===== src/design/kdv_pkg.sv =====
// Shared types, constants and a helper function for the kick drum voice.
package kdv_pkg;

    localparam int PHASE_BITS = 24;
    localparam int ENV_BITS   = 24;
    localparam int W_BITS     = 32;
    localparam int CFG_BITS   = 24;
    localparam int IDX_BITS   = 3;

    // Register indexes of the configuration port.
    typedef enum logic [IDX_BITS-1:0] {
        REG_PEAK_INC   = 3'd0,
        REG_BASE_INC   = 3'd1,
        REG_AMP_RATIO  = 3'd2,
        REG_PITCH_RAT  = 3'd3,
        REG_FOLD_AMT   = 3'd4,
        REG_SQUARE_AMT = 3'd5,
        REG_FOLD_PASS  = 3'd6
    } reg_idx_t;

    localparam logic [ENV_BITS-1:0] ENV_FULL  = 24'hFFFFFF;
    localparam logic [16:0]         UNITY_Q16 = 17'd65536;

    // Sequencer states.
    typedef enum logic [4:0] {
        ST_IDLE,
        ST_INC,
        ST_PHASE,
        ST_SIN0,
        ST_SIN1,
        ST_SIN2,
        ST_SIN3,
        ST_SIN4,
        ST_SIN5,
        ST_FGAIN,
        ST_FAPPLY,
        ST_REFL,
        ST_SGAIN,
        ST_SAPPLY,
        ST_AMP,
        ST_PITCH,
        ST_DRUM,
        ST_DRUM1,
        ST_DRUM2,
        ST_FIN,
        ST_DONE
    } state_t;

    // Configuration as seen by the datapath, already clamped.
    typedef struct packed {
        logic [22:0] peak_inc;
        logic [22:0] base_inc;
        logic [23:0] amp_ratio;
        logic [23:0] pitch_ratio;
        logic [18:0] fold_gain;
        logic [18:0] square_gain;
        logic [2:0]  passes;
    } cfg_t;

    // Floor of x / (2^24 - 1), valid for x below 2^48 - 2^24.
    function automatic logic [23:0] div_ffffff(input logic [47:0] x);
        logic [48:0] sum;
        sum = {1'b0, x} + {25'd0, x[47:24]} + 49'd1;
        return sum[47:24];
    endfunction

endpackage


===== src/design/kdv_if.sv =====
// Valid/ready channel interfaces for the input samples and the results.
interface kdv_in_if;
    logic               valid;
    logic               ready;
    logic signed [15:0] trigger_level;
    logic signed [15:0] sound_level;

    modport source (output valid, output trigger_level, output sound_level, input ready);
    modport sink   (input valid, input trigger_level, input sound_level, output ready);
endinterface

interface kdv_out_if;
    logic               valid;
    logic               ready;
    logic signed [15:0] drum_sample;
    logic        [15:0] amp_level;
    logic        [15:0] pitch_level;
    logic signed [15:0] folded_sound;

    modport source (output valid, output drum_sample, output amp_level,
                    output pitch_level, output folded_sound, input ready);
    modport sink   (input valid, input drum_sample, input amp_level,
                    input pitch_level, input folded_sound, output ready);
endinterface


===== src/design/kick_drum_voice_with_wavefolder.sv =====
// Top level of the kick drum voice: sequencer and datapath around one multiplier.
//
// Each input beat is one audio sample. A Schmitt trigger restarts the voice, a
// phase accumulator driven by the pitch envelope reads a polynomial sine, and
// both the sine and the external sound pass through a wavefolder before the
// envelopes decay. All multiplications run through a single shared 32x32
// multiplier under a small sequencer, and the number of fold passes actually run
// for the sine and for the sound is 1 to 5 each. The input is not ready while a
// sample is in work; a finished result waits in the output register until taken,
// and the next one waits in the sequencer until that register is free.
module kick_drum_voice_with_wavefolder (
    input  logic             clk,
    input  logic             rst_n,
    kdv_in_if.sink           in_ch,
    kdv_out_if.source        out_ch,
    input  logic             cfg_we,
    input  logic [kdv_pkg::IDX_BITS-1:0] cfg_index,
    input  logic [kdv_pkg::CFG_BITS-1:0] cfg_data
);
    import kdv_pkg::*;

    cfg_t cfg;

    state_t state_reg, state_next;
    logic [PHASE_BITS-1:0] phase_reg, phase_next;
    logic [ENV_BITS-1:0]   amp_reg, amp_next, pitch_reg, pitch_next;
    logic                  trig_reg, trig_next;
    logic signed [15:0]    snd_reg, snd_next;
    logic signed [W_BITS-1:0] w_reg, w_next;
    logic [2:0]  pass_reg, pass_next;
    logic        flag_reg, flag_next;
    logic [1:0]  refl_reg, refl_next;
    logic        which_reg, which_next;
    logic [15:0] z_reg, z_next, z2_reg, z2_next;
    logic [16:0] sin_mag_reg, sin_mag_next, snd_mag_reg, snd_mag_next;
    logic        sin_neg_reg, sin_neg_next, snd_neg_reg, snd_neg_next;
    logic [39:0] y_reg, y_next;
    logic        out_valid_reg, out_valid_next;
    logic signed [15:0] drum_reg, drum_next, fsnd_reg, fsnd_next;
    logic [15:0] ampl_reg, ampl_next, pitl_reg, pitl_next;
    logic signed [15:0] drum_res_reg, drum_res_next, fsnd_res_reg, fsnd_res_next;
    logic [15:0] ampl_res_reg, ampl_res_next, pitl_res_reg, pitl_res_next;

    logic [31:0] op_a, op_b;
    logic [63:0] prod;

    logic signed [23:0] diff;
    logic [22:0] diff_mag, dm;
    logic [7:0]  sidx;
    logic [14:0] u;
    logic [16:0] poly;
    logic [31:0] mag, w_abs, s_mag;
    logic signed [W_BITS-1:0] w1, w2;
    logic        refl1, refl2;
    logic [55:0] k_sh;
    logic [15:0] dres, fres;
    logic [31:0] fsh;

    kdv_cfg u_cfg (
        .clk   (clk),
        .rst_n (rst_n),
        .we    (cfg_we),
        .index (cfg_index),
        .data  (cfg_data),
        .cfg   (cfg)
    );

    kdv_mul u_mul (
        .clk     (clk),
        .op_a    (op_a),
        .op_b    (op_b),
        .product (prod)
    );

    // State and datapath registers.
    always_ff @(posedge clk or negedge rst_n)
    begin
        if (!rst_n)
        begin
            state_reg     <= ST_IDLE;
            phase_reg     <= '0;
            amp_reg       <= ENV_FULL;
            pitch_reg     <= '0;
            trig_reg      <= 1'b0;
            out_valid_reg <= 1'b0;
        end
        else
        begin
            state_reg     <= state_next;
            phase_reg     <= phase_next;
            amp_reg       <= amp_next;
            pitch_reg     <= pitch_next;
            trig_reg      <= trig_next;
            out_valid_reg <= out_valid_next;
        end
    end

    always_ff @(posedge clk)
    begin
        snd_reg      <= snd_next;
        w_reg        <= w_next;
        pass_reg     <= pass_next;
        flag_reg     <= flag_next;
        refl_reg     <= refl_next;
        which_reg    <= which_next;
        z_reg        <= z_next;
        z2_reg       <= z2_next;
        sin_mag_reg  <= sin_mag_next;
        sin_neg_reg  <= sin_neg_next;
        snd_mag_reg  <= snd_mag_next;
        snd_neg_reg  <= snd_neg_next;
        y_reg        <= y_next;
        drum_reg     <= drum_next;
        fsnd_reg     <= fsnd_next;
        ampl_reg     <= ampl_next;
        pitl_reg     <= pitl_next;
        drum_res_reg <= drum_res_next;
        fsnd_res_reg <= fsnd_res_next;
        ampl_res_reg <= ampl_res_next;
        pitl_res_reg <= pitl_res_next;
    end

    // Combinational helper values used by the sequencer steps.
    always_comb
    begin
        diff     = $signed({1'b0, cfg.peak_inc}) - $signed({1'b0, cfg.base_inc});
        diff_mag = diff[23] ? 23'(-diff) : diff[22:0];
        dm       = prod[46:24];
        sidx     = phase_reg[PHASE_BITS-1 -: 8];
        u        = {1'b0, sidx[5:0], 8'd0};
        if (sidx[6])
            u = 15'd16384 - u;
        mag      = prod[47:16];
        s_mag    = prod[46:15];
        w_abs    = w_reg[W_BITS-1] ? 32'(-w_reg) : 32'(w_reg);
        // One reflect iteration: upper bound first, then lower bound.
        refl1    = (w_reg > 32'sd65536);
        w1       = refl1 ? (32'sd131072 - w_reg) : w_reg;
        refl2    = (w1 < -32'sd65536);
        w2       = refl2 ? (-32'sd131072 - w1) : w1;
        k_sh     = ({15'd0, prod[40:0]} << 15) - {15'd0, prod[40:0]};
        dres     = 16'(div_ffffff({8'd0, y_reg}));
        fsh      = (({15'd0, snd_mag_reg} << 15) - {15'd0, snd_mag_reg}) >> 16;
        fres     = fsh[15:0];
    end

    // Sequencer: next state, multiplier operands and register updates.
    always_comb
    begin
        state_next     = state_reg;
        phase_next     = phase_reg;
        amp_next       = amp_reg;
        pitch_next     = pitch_reg;
        trig_next      = trig_reg;
        snd_next       = snd_reg;
        w_next         = w_reg;
        pass_next      = pass_reg;
        flag_next      = flag_reg;
        refl_next      = refl_reg;
        which_next     = which_reg;
        z_next         = z_reg;
        z2_next        = z2_reg;
        sin_mag_next   = sin_mag_reg;
        sin_neg_next   = sin_neg_reg;
        snd_mag_next   = snd_mag_reg;
        snd_neg_next   = snd_neg_reg;
        y_next         = y_reg;
        drum_next      = drum_reg;
        fsnd_next      = fsnd_reg;
        ampl_next      = ampl_reg;
        pitl_next      = pitl_reg;
        drum_res_next  = drum_res_reg;
        fsnd_res_next  = fsnd_res_reg;
        ampl_res_next  = ampl_res_reg;
        pitl_res_next  = pitl_res_reg;
        out_valid_next = out_valid_reg;
        poly           = 17'd0;
        op_a           = '0;
        op_b           = '0;
        in_ch.ready    = 1'b0;

        // The consumer taking the held result empties the output register.
        if (out_valid_reg && out_ch.ready)
            out_valid_next = 1'b0;

        case (state_reg)
            ST_IDLE:
            begin
                in_ch.ready = 1'b1;
                if (in_ch.valid)
                begin
                    snd_next = in_ch.sound_level;
                    if (trig_reg)
                    begin
                        if (in_ch.trigger_level <= 16'sd0)
                            trig_next = 1'b0;
                    end
                    else if (in_ch.trigger_level >= 16'sd2048)
                    begin
                        trig_next  = 1'b1;
                        phase_next = '0;
                        amp_next   = ENV_FULL;
                        pitch_next = ENV_FULL;
                    end
                    state_next = ST_INC;
                end
            end
            ST_INC:
            begin
                op_a       = {8'd0, pitch_reg};
                op_b       = {9'd0, diff_mag};
                state_next = ST_PHASE;
            end
            ST_PHASE:
            begin
                phase_next = phase_reg + {1'b0, cfg.base_inc}
                             + (diff[23] ? 24'(-{1'b0, dm}) : {1'b0, dm});
                state_next = ST_SIN0;
            end
            ST_SIN0:
            begin
                z_next     = {u, 1'b0};
                op_a       = {16'd0, u, 1'b0};
                op_b       = {16'd0, u, 1'b0};
                state_next = ST_SIN1;
            end
            ST_SIN1:
            begin
                z2_next    = prod[30:15];
                op_a       = 32'd307;
                op_b       = {16'd0, prod[30:15]};
                state_next = ST_SIN2;
            end
            ST_SIN2:
            begin
                poly       = 17'd5223 - prod[31:15];
                op_a       = {15'd0, poly};
                op_b       = {16'd0, z2_reg};
                state_next = ST_SIN3;
            end
            ST_SIN3:
            begin
                poly       = 17'd42334 - prod[31:15];
                op_a       = {15'd0, poly};
                op_b       = {16'd0, z2_reg};
                state_next = ST_SIN4;
            end
            ST_SIN4:
            begin
                poly       = 17'd102944 - prod[31:15];
                op_a       = {15'd0, poly};
                op_b       = {16'd0, z_reg};
                state_next = ST_SIN5;
            end
            ST_SIN5:
            begin
                if (s_mag > 32'd65536)
                    w_next = 32'sd65536;
                else
                    w_next = $signed(s_mag);
                if (sidx[7])
                    w_next = -w_next;
                which_next = 1'b0;
                pass_next  = cfg.passes;
                state_next = ST_FGAIN;
            end
            ST_FGAIN:
            begin
                op_a       = w_abs;
                op_b       = {13'd0, cfg.fold_gain};
                pass_next  = pass_reg - 3'd1;
                flag_next  = 1'b0;
                state_next = ST_FAPPLY;
            end
            ST_FAPPLY:
            begin
                w_next     = w_reg[W_BITS-1] ? -$signed(mag) : $signed(mag);
                refl_next  = 2'd0;
                state_next = ST_REFL;
            end
            ST_REFL:
            begin
                w_next    = w2;
                flag_next = flag_reg | refl1 | refl2;
                refl_next = refl_reg + 2'd1;
                if (refl_reg == 2'd2)
                begin
                    if ((pass_reg != 3'd0) && (flag_reg | refl1 | refl2))
                        state_next = ST_FGAIN;
                    else
                        state_next = ST_SGAIN;
                end
            end
            ST_SGAIN:
            begin
                op_a       = w_abs;
                op_b       = {13'd0, cfg.square_gain};
                state_next = ST_SAPPLY;
            end
            ST_SAPPLY:
            begin
                if (which_reg == 1'b0)
                begin
                    sin_mag_next = (mag > 32'd65536) ? UNITY_Q16 : mag[16:0];
                    sin_neg_next = w_reg[W_BITS-1];
                    w_next       = {{12{snd_reg[15]}}, snd_reg, 4'd0};
                    which_next   = 1'b1;
                    pass_next    = cfg.passes;
                    state_next   = ST_FGAIN;
                end
                else
                begin
                    snd_mag_next = (mag > 32'd65536) ? UNITY_Q16 : mag[16:0];
                    snd_neg_next = w_reg[W_BITS-1];
                    state_next   = ST_AMP;
                end
            end
            ST_AMP:
            begin
                op_a       = {8'd0, amp_reg};
                op_b       = {8'd0, cfg.amp_ratio};
                state_next = ST_PITCH;
            end
            ST_PITCH:
            begin
                amp_next   = prod[47:24];
                op_a       = {8'd0, pitch_reg};
                op_b       = {8'd0, cfg.pitch_ratio};
                state_next = ST_DRUM;
            end
            ST_DRUM:
            begin
                pitch_next = prod[47:24];
                state_next = ST_DRUM1;
            end
            ST_DRUM1:
            begin
                op_a       = {15'd0, sin_mag_reg};
                op_b       = {8'd0, amp_reg};
                state_next = ST_DRUM2;
            end
            ST_DRUM2:
            begin
                y_next     = k_sh[55:16];
                state_next = ST_FIN;
            end
            ST_FIN:
            begin
                drum_next  = sin_neg_reg ? -$signed(dres) : $signed(dres);
                fsnd_next  = snd_neg_reg ? -$signed(fres) : $signed(fres);
                ampl_next  = 16'(div_ffffff(({24'd0, amp_reg} << 16) - {24'd0, amp_reg}));
                pitl_next  = 16'(div_ffffff(({24'd0, pitch_reg} << 16)
                                            - {24'd0, pitch_reg}));
                state_next = ST_DONE;
            end
            ST_DONE:
            begin
                // Load the result once the output register is free.
                if (!out_valid_reg || out_ch.ready)
                begin
                    drum_res_next  = drum_reg;
                    fsnd_res_next  = fsnd_reg;
                    ampl_res_next  = ampl_reg;
                    pitl_res_next  = pitl_reg;
                    out_valid_next = 1'b1;
                    state_next     = ST_IDLE;
                end
            end
            default:
            begin
                state_next = ST_IDLE;
            end
        endcase
    end

    // Output channel.
    assign out_ch.valid        = out_valid_reg;
    assign out_ch.drum_sample  = drum_res_reg;
    assign out_ch.amp_level    = ampl_res_reg;
    assign out_ch.pitch_level  = pitl_res_reg;
    assign out_ch.folded_sound = fsnd_res_reg;
endmodule


===== src/design/kdv_mul.sv =====
// Shared 32 by 32 unsigned multiplier with a registered product.
module kdv_mul (
    input  logic        clk,
    input  logic [31:0] op_a,
    input  logic [31:0] op_b,
    output logic [63:0] product
);
    logic [63:0] product_reg;

    // The product is registered and read in the cycle after the operands are issued.
    always_ff @(posedge clk)
    begin
        product_reg <= op_a * op_b;
    end

    assign product = product_reg;
endmodule


===== src/design/kdv_cfg.sv =====
// Configuration register file with clamping of the fold settings.
module kdv_cfg (
    input  logic                  clk,
    input  logic                  rst_n,
    input  logic                  we,
    input  logic [kdv_pkg::IDX_BITS-1:0] index,
    input  logic [kdv_pkg::CFG_BITS-1:0] data,
    output kdv_pkg::cfg_t         cfg
);
    import kdv_pkg::*;

    logic [22:0] peak_reg, base_reg;
    logic [23:0] amp_ratio_reg, pitch_ratio_reg;
    logic [16:0] fold_reg, square_reg;
    logic [2:0]  passes_reg;
    logic [16:0] fold_c, square_c;

    // Register writes; unknown indexes are dropped.
    always_ff @(posedge clk or negedge rst_n)
    begin
        if (!rst_n)
        begin
            peak_reg        <= 23'd122333;
            base_reg        <= 23'd10486;
            amp_ratio_reg   <= 24'd16776251;
            pitch_ratio_reg <= 24'd16765679;
            fold_reg        <= 17'd32768;
            square_reg      <= 17'd13107;
            passes_reg      <= 3'd1;
        end
        else if (we)
        begin
            case (index)
                REG_PEAK_INC:   peak_reg        <= data[22:0];
                REG_BASE_INC:   base_reg        <= data[22:0];
                REG_AMP_RATIO:  amp_ratio_reg   <= data[23:0];
                REG_PITCH_RAT:  pitch_ratio_reg <= data[23:0];
                REG_FOLD_AMT:   fold_reg        <= data[16:0];
                REG_SQUARE_AMT: square_reg      <= data[16:0];
                REG_FOLD_PASS:  passes_reg      <= data[2:0];
                default:        ;
            endcase
        end
    end

    // Amounts saturate at one; pass count is held to one through five.
    always_comb
    begin
        fold_c   = (fold_reg > UNITY_Q16) ? UNITY_Q16 : fold_reg;
        square_c = (square_reg > UNITY_Q16) ? UNITY_Q16 : square_reg;
        cfg.peak_inc    = peak_reg;
        cfg.base_inc    = base_reg;
        cfg.amp_ratio   = amp_ratio_reg;
        cfg.pitch_ratio = pitch_ratio_reg;
        cfg.fold_gain   = 19'd65536 + {1'b0, fold_c, 1'b0};
        cfg.square_gain = 19'd65536 + {square_c, 2'b00};
        if (passes_reg == 3'd0)
            cfg.passes = 3'd1;
        else if (passes_reg > 3'd5)
            cfg.passes = 3'd5;
        else
            cfg.passes = passes_reg;
    end
endmodule

===== src/flat_wrapper.sv =====
// flat-port wrapper written by rule: the top's interface ports become plain ports
module kick_drum_voice_with_wavefolder_flat import kdv_pkg::*;
  (clk, rst_n, cfg_we, cfg_index, cfg_data, in_ch_valid, in_ch_trigger_level, in_ch_sound_level, in_ch_ready, out_ch_valid, out_ch_drum_sample, out_ch_amp_level, out_ch_pitch_level, out_ch_folded_sound, out_ch_ready);
  kdv_in_if in_ch_i ();
  kdv_out_if out_ch_i ();
  input  logic clk;
  input  logic rst_n;
  input  logic cfg_we;
  input  logic [kdv_pkg::IDX_BITS-1:0] cfg_index;
  input  logic [kdv_pkg::CFG_BITS-1:0] cfg_data;
  input wire logic [$bits(in_ch_i.valid)-1:0] in_ch_valid;
  input wire logic [$bits(in_ch_i.trigger_level)-1:0] in_ch_trigger_level;
  input wire logic [$bits(in_ch_i.sound_level)-1:0] in_ch_sound_level;
  output wire logic [$bits(in_ch_i.ready)-1:0] in_ch_ready;
  output wire logic [$bits(out_ch_i.valid)-1:0] out_ch_valid;
  output wire logic [$bits(out_ch_i.drum_sample)-1:0] out_ch_drum_sample;
  output wire logic [$bits(out_ch_i.amp_level)-1:0] out_ch_amp_level;
  output wire logic [$bits(out_ch_i.pitch_level)-1:0] out_ch_pitch_level;
  output wire logic [$bits(out_ch_i.folded_sound)-1:0] out_ch_folded_sound;
  input wire logic [$bits(out_ch_i.ready)-1:0] out_ch_ready;
  assign in_ch_i.valid = in_ch_valid;
  assign in_ch_i.trigger_level = in_ch_trigger_level;
  assign in_ch_i.sound_level = in_ch_sound_level;
  assign in_ch_ready = in_ch_i.ready;
  assign out_ch_valid = out_ch_i.valid;
  assign out_ch_drum_sample = out_ch_i.drum_sample;
  assign out_ch_amp_level = out_ch_i.amp_level;
  assign out_ch_pitch_level = out_ch_i.pitch_level;
  assign out_ch_folded_sound = out_ch_i.folded_sound;
  assign out_ch_i.ready = out_ch_ready;
  kick_drum_voice_with_wavefolder u_core (.clk(clk), .rst_n(rst_n), .in_ch(in_ch_i), .out_ch(out_ch_i), .cfg_we(cfg_we), .cfg_index(cfg_index), .cfg_data(cfg_data));
endmodule

===== config.mk =====
export PLATFORM = sky130hd
export DESIGN_NAME = kick_drum_voice_with_wavefolder_flat
export DESIGN_NICKNAME = d
export VERILOG_FILES = /design/src/design/kdv_pkg.sv /design/src/design/kdv_if.sv /design/src/design/kick_drum_voice_with_wavefolder.sv /design/src/design/kdv_mul.sv /design/src/design/kdv_cfg.sv /design/src/flat_wrapper.sv
export SDC_FILE = /design/constraint.sdc
export NUM_CORES = 2
export LEC_CHECK = 0
export BUFFER_PORTS_ARGS = -buffer_cell sky130_fd_sc_hd__buf_2
export CORE_MARGIN = 5
export CORE_UTILIZATION = 59
export DETAILED_ROUTE_END_ITERATION = 6
export HOLD_SLACK_MARGIN = 0.05
export PLACE_DENSITY = 0.76
export SLEW_MARGIN = 10
export SYNTH_ARGS = -nofsm -noshare
export SYNTH_HDL_FRONTEND = slang
export SYNTH_SLANG_ARGS = --single-unit

===== constraint.sdc =====
create_clock -name clk -period 9.9 [get_ports clk]
set_input_delay 2.97 -clock clk [delete_from_list [all_inputs] [get_ports clk]]
set_output_delay 2.97 -clock clk [all_outputs]
set_load 0.01 [all_outputs]

==> results.md <==
- Top Metal Used: met5
- H-tree levels: 2
- Clock skew: 0.0463 ns
- Total wire length: 193000 microns
- Slew HR: 12.4%
- Metal3 WL: 22900 microns
- Area post-placement: 61500 sq um
- Largest register FFs: 48
- Grt ovf: 0
- Antenna viol nets, final: 0
- TNS Setup: -0.238 ns
- Initial drt markers: 6127
- Initial Util: 59.6%
- Vias per Instance: 6.23
- Hpwl dp: 147000 microns
- Remaining DRCs: 6
- Num CTS Buffers: 53
- Synth Cell Area: 56700 sq um
- Area growth, synth to finish: 14.7%
- Height of the die: 320 microns
- Initial antenna violation count: 4
- CP max stage cell: fa_1
- Failing checks: DRC, setup timing
- Main flop type after synthesis: edfxtp_1
- Final Slew Violations: 0
- Syn. warnings: 0
- CTS tree: built
- DR vias: 48518
- Startpoint types: register
- Hold/Removal Path Class: reg -> reg
- Share of cells above drive strength 1: 17.3%
- CP arrival: 10.50 ns
- Critical path type: reg -> reg
- Async set-or-reset flop fraction in the synthesized netlist: 38.9%
- RSZ-0062 raised after global routing: yes
- Clock Latency Late Sink: 0.66 ns
- Clock Sinks: 540
- Reg clk slew, reported paths: 0.06 ns
- Fmax: 100 MHz
- DR pass1 iterations: 7
- IO Port Bufs: 129
- Final instance area: 65000 sq um
- Largest net degree at the start of global routing: 85
- Critical Path Fanout Max: 5
- Min Hold Slack: 0.405 ns
- Clk Tree Root Cell: clkbuf_16
- # nets final: 7512
- Worst endpoint required time: 10.41 ns
- Sequential area share after synthesis: 26.1%
- Core Region: 95200 sq um
- Gpl congestion: 1.10
- Mean post-synth cell area: 9.30 sq um
- CP endpoint kind: register
- Commonest cells post-synth: inv_1 (904), nand2_1 (853), fa_1 (658)
- Most common cell in the netlist: inv_1
- Die ar.: 102000 sq um
- Overall Global Routing Usage: 36.6%
- Status: finished with violations
- Max cap viols: 0
- Final Hold Vio Count: 0
- DR WL/cell: 24.7 microns
- Die width: 320 microns
- Yosys reg bits: 540
- Final non-filler cell total: 7789
- Metal-1 WL: 70800 microns
- Delay of the slowest cell on the worst path: 0.57 ns
- Synth top area cells: fa_1 (23%), edfxtp_1 (15%), ha_1 (7.0%)
- First-pass GRT wire length: 290000 microns
- Biggest area consumer among synthesized cells: fa_1
- Post-synth top area share: 23.2%
- Met2 wire length: 84200 microns
- Final setup vio count: 4
- Final period util: 101%
- Worst Max-Slew Pin Slew: 1.31 ns
- Crit path top cell by count: fa_1
- Post-cts hold buffer count: 0
- PnR worst setup slack: -0.0994 ns
- Yosys cell types: 98
- # rows: 113
- Placed Cells: 7611
- Post-route minimum period: 10.0 ns
- Longest Clk Path Bufs: 3
- Synth Instances: 6095
- I/O pin cnt: 130
- Vias in the first global route: 48620
- Number of synthesized flops with an enable pin: 282
## timing repair
item / CTS / global route
setup buffers: 13 / 55
setup endpoints to repair: 10 / 21
pin swaps: 65 / 151
cloned: 2 / 6
resized for setup: 64 / 136
## layout by cell type (no fill, tap or decap), types with 33 or more instances in the layout
cell / Yosys / layout
o21a_1: 36 / 36
a21o_1: 80 / 80
xor2_1: 123 / 122
nand3_1: 89 / 88
buf_12: 0 / 33
nand2_1: 853 / 846
edfxtp_1: 282 / 282
nand2b_1: 34 / 33
nor3_1: 127 / 117
a21oi_1: 251 / 232
mux2_2: 109 / 109
xnor2_1: 305 / 298
buf_4: 0 / 416
nand4_1: 40 / 40
dfxtp_1: 48 / 48
dfstp_2: 93 / 93
or3_1: 39 / 39
a222oi_1: 33 / 33
nor2_1: 295 / 286
ha_1: 316 / 291
nor2b_1: 35 / 33
inv_1: 904 / 894
dfrtp_1: 117 / 117
clkbuf_16: 0 / 60
and2_1: 166 / 163
buf_2: 8 / 128
o21ai_0: 200 / 182
fa_1: 658 / 639
a22oi_1: 42 / 42
## layer usage
| layer | vias up | track usage, % |
|---|---|---|
| li1 | 20884 | - |
| met5 | - | 0 |
| met3 | 762 | 8.64 |
| met2 | 3155 | 56.1 |
| met4 | 4 | 20.5 |
| met1 | 23713 | 48.3 |
## through the flow
step                      util (%)  setup slack (ns)
after floorplan                  -           0.00229
after global placement        64.6            -0.189
after detailed placement      64.6            -0.274
after CTS                     67.1           -0.0158
after global routing          68.3            -0.389
final                         68.3           -0.0994
## logic make-up after synthesis
| group | count (synthesis) | share of synthesized area, % |
|---|---|---|
| AOI/OAI and AO/OA | 1008 | 11.9 |
| adders and majority gates | 974 | 30.2 |
| muxes | 117 | 2.31 |
| buffers and inverters | 1203 | 8.01 |
| and+or+nand+nor | 1822 | 14.9 |
| DFF | 540 | 26.1 |
| xor gates and xnor gates | 429 | 6.64 |
| other | 2 | 0.0132 |
## worst paths after layout
check | slack [ns] | from | to | depth (start not counted)
setup / recovery | -0.1 | u_core.u_cfg.base_reg[1] | u_core.u_mul.product[47] | 39
hold / removal | 0.40 | u_core.pitl_reg[11] | u_core.out_ch.pitch_level[11] | 0
setup reg to reg | -0.1 | u_core.u_cfg.base_reg[1] | u_core.u_mul.product[47] | 39
hold reg to reg | 0.40 | u_core.pitl_reg[11] | u_core.out_ch.pitch_level[11] | 0
max in group asynchronous | 6.06 | rst_n | u_core.u_cfg.fold_reg[11] | 2
min in group asynchronous | 2.34 | rst_n | u_core.phase_reg[10] | 1
## layout make-up
cell class                 count  area [sq um]
antenna                        5          12.5
clock buffer                  76          1600
clock inverter                24           280
fill                        7265         30200
inverter                     910          3420
multi-input combinational   4369         38600
sequential                   540         14800
tap                         1265          1580
timing repair buffer         600          4760
## critical path: cells and delay by family, from the launching register on
kind	cells	cell delay, ns
AO/OA/AOI/OAI	10	2.29
XOR/XNOR	3	0.49
adder cells (fa/ha/maj)	9	4.22
buffers and inverters	11	1.17
flip-flops	1	0.55
AND/OR/NAND/NOR	6	1.09
Power is not shown: default switching activity piles up to over one toggle a cycle in this logic, so the estimate is an artifact.
